$ cat config.mk
export PLATFORM = sky130hd
export DESIGN_NAME = wht_ctrl
export DESIGN_NICKNAME = d
export VERILOG_FILES = /design/src/design/wht_pkg.sv /design/src/design/wht_ctrl.sv
export SDC_FILE = /design/constraint.sdc
export NUM_CORES = 1
export LEC_CHECK = 0
export BUFFER_PORTS_ARGS = -buffer_cell sky130_fd_sc_hd__buf_2
export CAP_MARGIN = 10
export CORE_MARGIN = 2
export CORE_UTILIZATION = 55
export CTS_BUF_LIST = sky130_fd_sc_hd__clkbuf_8
export DETAILED_ROUTE_END_ITERATION = 8
export GPL_ROUTABILITY_DRIVEN = 0
export PLACE_DENSITY = 0.75
export SLEW_MARGIN = 5
export SYNTH_ARGS = -nofsm -noshare
export SYNTH_HDL_FRONTEND = slang
export SYNTH_SLANG_ARGS = --single-unit
$ cat constraint.sdc
create_clock -name clk -period 6.1 [get_ports clk]
set_clock_uncertainty 0.15 [all_clocks]
set_input_delay 0.305 -clock clk [delete_from_list [all_inputs] [get_ports clk]]
set_output_delay 0.305 -clock clk [all_outputs]
set_load 0.02 [all_outputs]
$ cat src/design/wht_pkg.sv
// Shared types, constants and modular helpers for the xor transform block.
// No dependencies.
package wht_pkg;

  localparam int VALUE_W        = 30;
  localparam int LOG_W          = 4;
  localparam int CFG_IDX_W      = 1;
  localparam int CFG_DATA_W     = 4;
  localparam int MAX_POINTS_DEF = 1024;

  localparam logic [VALUE_W-1:0] MODP           = 30'd1000000007;
  localparam logic [LOG_W-1:0]   LOG_SIZE_RESET = 4'd10;

  // Configuration register indexes
  localparam logic [CFG_IDX_W-1:0] REG_LOG_SIZE = 1'd0;
  localparam logic [CFG_IDX_W-1:0] REG_INVERSE  = 1'd1;

  // Write data select codes
  localparam logic [1:0] WSEL_LOAD = 2'd0;
  localparam logic [1:0] WSEL_SUM  = 2'd1;
  localparam logic [1:0] WSEL_DIFF = 2'd2;

  typedef struct packed {
    logic       we;       // write memory at waddr
    logic [1:0] wsel;     // write data source
    logic       rd_en;    // read both ports into the read registers
    logic       calc_en;  // register sum and difference
    logic       halve;    // multiply butterfly outputs by 1/2 mod p
    logic       out_load; // move port A read data to the result register
  } dp_cmd_t;

  // Single conditional subtract, valid for x < 2p.
  function automatic logic [VALUE_W-1:0] reduce_once(input logic [VALUE_W-1:0] x);
    if (x >= MODP) return x - MODP;
    return x;
  endfunction

  function automatic logic [VALUE_W-1:0] add_mod(input logic [VALUE_W-1:0] a,
                                                 input logic [VALUE_W-1:0] b);
    logic [VALUE_W:0] s;
    s = {1'b0, a} + {1'b0, b};
    if (s >= {1'b0, MODP}) s = s - {1'b0, MODP};
    return s[VALUE_W-1:0];
  endfunction

  function automatic logic [VALUE_W-1:0] sub_mod(input logic [VALUE_W-1:0] a,
                                                 input logic [VALUE_W-1:0] b);
    logic [VALUE_W:0] t;
    t = {1'b0, a} + {1'b0, MODP} - {1'b0, b};
    if (a >= b) return a - b;
    return t[VALUE_W-1:0];
  endfunction

  // x / 2 mod p: odd values get p added first (p is odd).
  function automatic logic [VALUE_W-1:0] half_mod(input logic [VALUE_W-1:0] x);
    logic [VALUE_W:0] t;
    t = {1'b0, x} + (x[0] ? {1'b0, MODP} : {(VALUE_W+1){1'b0}});
    return t[VALUE_W:1];
  endfunction

endpackage

$ cat src/design/wht_ctrl.sv
// Controller: config registers, load/read counters, butterfly sequencer, result valid.
// Depends on wht_pkg.
module wht_ctrl #(
  parameter int MAX_POINTS = wht_pkg::MAX_POINTS_DEF
) (
  input  logic                            clk,
  input  logic                            rst,
  input  logic                            item_valid,
  output logic                            item_stall,
  input  logic                            mode,
  input  logic                            cfg_valid,
  output logic                            cfg_ready,
  input  logic [wht_pkg::CFG_IDX_W-1:0]   cfg_index,
  input  logic [wht_pkg::CFG_DATA_W-1:0]  cfg_data,
  output logic                            result_valid,
  input  logic                            result_stall,
  output logic                            last,
  output wht_pkg::dp_cmd_t                cmd,
  output logic [$clog2(MAX_POINTS)-1:0]   waddr,
  output logic [$clog2(MAX_POINTS)-1:0]   raddr_a,
  output logic [$clog2(MAX_POINTS)-1:0]   raddr_b
);
  import wht_pkg::*;

  localparam int AW     = $clog2(MAX_POINTS);
  localparam int CW     = AW + 1;
  localparam int LG_MAX = $clog2(MAX_POINTS + 1) - 1;

  localparam logic [2:0] S_IDLE    = 3'd0;
  localparam logic [2:0] S_RD_WAIT = 3'd1;
  localparam logic [2:0] S_BF_RD   = 3'd2;
  localparam logic [2:0] S_BF_CALC = 3'd3;
  localparam logic [2:0] S_BF_WA   = 3'd4;
  localparam logic [2:0] S_BF_WB   = 3'd5;

  logic [2:0]       state;
  logic [2:0]       state_next;
  logic [LOG_W-1:0] log_size;
  logic             inverse;
  logic [AW-1:0]    load_count;
  logic [AW-1:0]    read_count;
  logic             transformed;
  logic [AW-1:0]    half_bit;
  logic [AW-1:0]    base;
  logic [AW-1:0]    off;
  logic             last_pend;

  logic [LOG_W-1:0] lg_eff;
  logic [CW-1:0]    n_pts;
  logic             load_acc;
  logic             read_acc;
  logic [AW-1:0]    load_addr;
  logic             load_wrap;
  logic             rd_last;
  logic [AW-1:0]    bf_lo;
  logic [AW-1:0]    bf_hi;
  logic             off_last;
  logic             blk_last;
  logic             lvl_last;
  logic             out_free;
  logic             cfg_we;

  // Effective size: log_size clamped to 1..log2 of the largest power of two that fits.
  always_comb begin
    if (log_size == '0) begin
      lg_eff = LOG_W'(1);
    end else if (int'(log_size) > LG_MAX) begin
      lg_eff = LOG_W'(LG_MAX);
    end else begin
      lg_eff = log_size;
    end
    n_pts = CW'(1) << lg_eff;
  end

  assign cfg_ready  = 1'b1;
  assign cfg_we     = cfg_valid & cfg_ready;
  assign item_stall = (state != S_IDLE);
  assign load_acc   = item_valid & ~item_stall & ~mode;
  assign read_acc   = item_valid & ~item_stall & mode & transformed;
  assign load_addr  = transformed ? '0 : load_count;
  assign load_wrap  = (CW'(load_addr) + CW'(1)) == n_pts;
  assign rd_last    = (CW'(read_count) + CW'(1)) == n_pts;
  assign out_free   = ~result_valid | ~result_stall;

  // Butterfly pair: low index has the level bit clear, partner has it set.
  assign bf_lo    = base | off;
  assign bf_hi    = bf_lo | half_bit;
  assign off_last = (off == (half_bit - AW'(1)));
  assign blk_last = (CW'(base) + (CW'(half_bit) << 1)) == n_pts;
  assign lvl_last = (CW'(half_bit) << 1) == n_pts;

  always_comb begin
    state_next = state;
    case (state)
      S_IDLE: begin
        if (load_acc && load_wrap) begin
          state_next = S_BF_RD;
        end else if (read_acc) begin
          state_next = S_RD_WAIT;
        end
      end
      S_RD_WAIT: if (out_free) state_next = S_IDLE;
      S_BF_RD:   state_next = S_BF_CALC;
      S_BF_CALC: state_next = S_BF_WA;
      S_BF_WA:   state_next = S_BF_WB;
      S_BF_WB: begin
        if (off_last && blk_last && lvl_last) begin
          state_next = S_IDLE;
        end else begin
          state_next = S_BF_RD;
        end
      end
      default: state_next = S_IDLE;
    endcase
  end

  always_comb begin
    cmd          = '0;
    cmd.halve    = inverse;
    cmd.wsel     = WSEL_LOAD;
    waddr        = load_addr;
    raddr_a      = read_count;
    raddr_b      = bf_hi;
    case (state)
      S_IDLE: begin
        cmd.we    = load_acc;
        cmd.rd_en = read_acc;
      end
      S_RD_WAIT: cmd.out_load = out_free;
      S_BF_RD: begin
        cmd.rd_en = 1'b1;
        raddr_a   = bf_lo;
      end
      S_BF_CALC: cmd.calc_en = 1'b1;
      S_BF_WA: begin
        cmd.we   = 1'b1;
        cmd.wsel = WSEL_SUM;
        waddr    = bf_lo;
      end
      S_BF_WB: begin
        cmd.we   = 1'b1;
        cmd.wsel = WSEL_DIFF;
        waddr    = bf_hi;
      end
      default: cmd = '0;
    endcase
  end

  always_ff @(posedge clk) begin
    if (rst) begin
      state        <= S_IDLE;
      log_size     <= LOG_SIZE_RESET;
      inverse      <= 1'b0;
      load_count   <= '0;
      read_count   <= '0;
      transformed  <= 1'b0;
      result_valid <= 1'b0;
      half_bit     <= '0;
      base         <= '0;
      off          <= '0;
    end else begin
      state <= state_next;

      if (cmd.out_load) begin
        result_valid <= 1'b1;
      end else if (!result_stall) begin
        result_valid <= 1'b0;
      end

      case (state)
        S_IDLE: begin
          if (load_acc) begin
            if (transformed) begin
              transformed <= 1'b0;
              read_count  <= '0;
            end
            if (load_wrap) begin
              load_count <= '0;
              half_bit   <= AW'(1);
              base       <= '0;
              off        <= '0;
            end else begin
              load_count <= load_addr + AW'(1);
            end
          end else if (read_acc) begin
            read_count <= rd_last ? '0 : read_count + AW'(1);
          end
        end
        S_BF_WB: begin
          if (off_last) begin
            off <= '0;
            if (blk_last) begin
              base <= '0;
              if (lvl_last) begin
                transformed <= 1'b1;
                load_count  <= '0;
                read_count  <= '0;
              end else begin
                half_bit <= half_bit << 1;
              end
            end else begin
              base <= base + (half_bit << 1);
            end
          end else begin
            off <= off + AW'(1);
          end
        end
        default: ;
      endcase

      if (cfg_we && cfg_index == REG_INVERSE) begin
        inverse <= cfg_data[0];
      end
      if (cfg_we && cfg_index == REG_LOG_SIZE) begin
        log_size    <= cfg_data;
        load_count  <= '0;
        read_count  <= '0;
        transformed <= 1'b0;
      end
    end
  end

  // Payload side of the result: no reset needed
  always_ff @(posedge clk) begin
    if (read_acc) begin
      last_pend <= rd_last;
    end
    if (cmd.out_load) begin
      last <= last_pend;
    end
  end

endmodule

==> impl_metrics.tcl <==
set metrics [dict create \
    leakagePower_nw 2.19 \
    final_max_slew_viol_count 0 \
    initial_utilization 0.560 \
    power_frac_comb 0.090 \
    clock-sinks 61 \
    seq_power_share 0.484 \
    hp-class "in -> reg" \
    grt_antenna_before_repair 0 \
    first_pass_iters 5 \
    p_total_uw 857 \
    synthesis.nets 709 \
    end_kind "flop" \
    routed_wirelength_um 15800 \
    rows 35 \
    switching_share 0.281 \
    drive_gt1_frac 0.131 \
    netSwitchingPower_uw 240 \
    die_area_mm2 0.0101 \
    first_global_vias 4883 \
    critPathKind "reg -> reg" \
    synth_ff_type "dfxtp_1" \
    post-place-cells 795 \
    hpwl_um 11600 \
    drc 0 \
    multi_input_area_mm2 0.00359 \
    h-tree-depth 3 \
    worstSetupStartpointType "flop" \
    ys_async_sr_fraction 0 \
    finalSetupViolCount 0 \
    synth-seq-cells 61 \
    cts_made_buffers 9 \
    hold-worst-slack_ns 0.0260 \
    diodes 0 \
    cp.required_ns 6.20 \
    num-fill-cells 866 \
    p_per_area_mw_per_mm2 155 \
    coreArea_mm2 0.00915 \
    grt_max_degree 29 \
    yosysWarningCount 0 \
    slew_headroom 0.195 \
    internal_power_uw 616 \
    final_common_cell "nor2_1" \
    layoutNonFillerInstCount 812 \
    critPathMaxFanout 25 \
    rsz0062_at_grt "false" \
    gr-usage-all-layers 0.319 \
    worst_pin_slew_ns 1.20 \
    most-common-layout-cells "nor2_1, dfxtp_1, buf_2, a21oi_1, nand2_1" \
    grt_first_pass_wirelength_um 25100 \
    fin_crit_ns 4.47 \
    syn_area_mm2 0.00513 \
    status "finished clean" \
    areaGrowthSynthToFinish_pct 7.88 \
    nNetsFinal 722 \
    ir_worst_vdd_uv 90.1 \
    wl_per_cell_um 19.5 \
    postCtsSetupBuffers 0 \
    cts_tree "built" \
    hold_violations 0 \
    io_buffers 50 \
    tns_ns 0 \
    post-route-period-util 0.733 \
    clock_latency_ns 0.36 \
    yosysSeqAreaShare 0.242 \
    max_freq_mhz 224 \
    final_core_util 0.605 \
    cts_hold_buf 0 \
    synth_edf_count 2 \
    p_clk_frac 0.425 \
    netlist-cell-type-count 73 \
    ctsResizeCount 0 \
    grt_overflow 0 \
    ant_nets 0 \
    synth_cells 683 \
    die_h_um 101 \
    vias_per_cell 6.63 \
    vias 5380 \
    drtIter0Drc 575 \
    maxCapViolCount 0 \
    io-pin-count 52 \
    arrival_ns 4.58 \
    regArea_mm2 0.00124 \
    clockBufferDepth 2 \
    synth.avg_cell_area_um2 7.51 \
    path_clk_slew_ns 0.07 \
    die_w_um 101 \
    root_buffer "clkbuf_8" \
]
[logic make-up (layout without fill, tap and decap cells)]
family          after synthesis  in the layout  synth area share
simple gates                290            290             0.309
buf+inv                      77             95            0.0600
flops                        61             61             0.242
xor+xnor                     55             55             0.108
other cells                   1              1          0.000731
fa+ha+maj                    15             15            0.0380
compound gates              173            173             0.221
mux                          11             11            0.0215
[cells in the mapped netlist (6+ instances only)]
cell type	count	area [um2]
nand2b_1	8	50.1
nand3b_1	7	52.6
inv_1	24	90.1
ha_1	14	175
dfxtp_1	59	1180
a21oi_1	45	225
nand3_1	29	145
nor2b_1	16	100
a211oi_1	12	90.1
nor4_1	16	100
and2_1	6	37.5
a31oi_1	12	75.1
nor3_1	35	175
or3_1	12	75.1
nor3b_1	8	60.1
xor2_1	12	105
nand4_1	8	50.1
clkbuf_1	43	161
a31o_2	11	96.3
nand2_1	44	165
nor4b_1	7	61.3
o21ai_0	39	195
a22oi_1	7	52.6
nor2_1	64	240
mux2i_1	11	110
and3_1	8	50.1
xnor2_1	38	333
o22ai_1	8	50.1
[critical path, stage by stage, from the launching register on]
cell and delay (ns):
dfxtp_1 0.82, nor4bb_1 0.98, xnor3_1 0.46, or4_4 0.55, a211oi_4 0.43, a21oi_4 0.12, or3_1 0.54, o41ai_1 0.31
[through the flow]
step                instance area (um2)  worst slack [ns]
floorplan                          5130              2.17
global placement                   5340              1.78
detailed placement                 5340              1.66
CTS                                5530              1.65
global route                       5530              1.42
finish                             5530              1.63
[cell type report]
class	count	share of cell area
Multi-Input combinational cell	545	0.648
Sequential cell	61	0.224
Timing Repair Buffer	55	0.0520
Tap cell	111	0.0251
Clock buffer	9	0.0224
Inverter	24	0.0163
Clock inverter	7	0.0120
[registers in the layout, indices dropped and copies added, names as in the netlist]
| register | count |
|---|---|
| base | 9 |
| half_bit | 10 |
| inverse | 1 |
| last | 1 |
| last_pend | 1 |
| load_count | 10 |
| log_size | 4 |
| off | 10 |
| read_count | 10 |
| result_valid | 1 |
| state | 3 |
| transformed | 1 |
[routing by layer]
metal / GRT usage / vias up / routed length [um]
met5: 0 / - / 0
met4: 0.146 / 0 / 621
met3: 0.0548 / 59 / 1420
met2: 0.516 / 259 / 7200
met1: 0.417 / 2532 / 6570
li1: - / 2530 / -
[path summary, 6_finish.rpt]
check	start	to	slack, ns	cells past startpoint
setup reg to reg	log_size[1]$_SDFFE_PP1P_	half_bit[9]$_SDFFE_PP0P_	1.63	7
hold reg to reg	last_pend$_DFFE_PP_	last$_DFFE_PP_	0.28	0
hold / removal	cfg_data[3]	log_size[3]$_SDFFE_PP1P_	0.03	3
setup / recovery	log_size[1]$_SDFFE_PP1P_	half_bit[9]$_SDFFE_PP0P_	1.63	7
[power groups by stage]
stage	registers [mW]	logic, mW	clock network [mW]
floorplan	0.415	0.0633	0
global placement	0.423	0.0739	0
detailed placement	0.424	0.0750	0
CTS	0.414	0.0752	0.368
global route	0.416	0.0835	0.386
finish	0.415	0.0775	0.364
(Power assumes the default switching activity.)
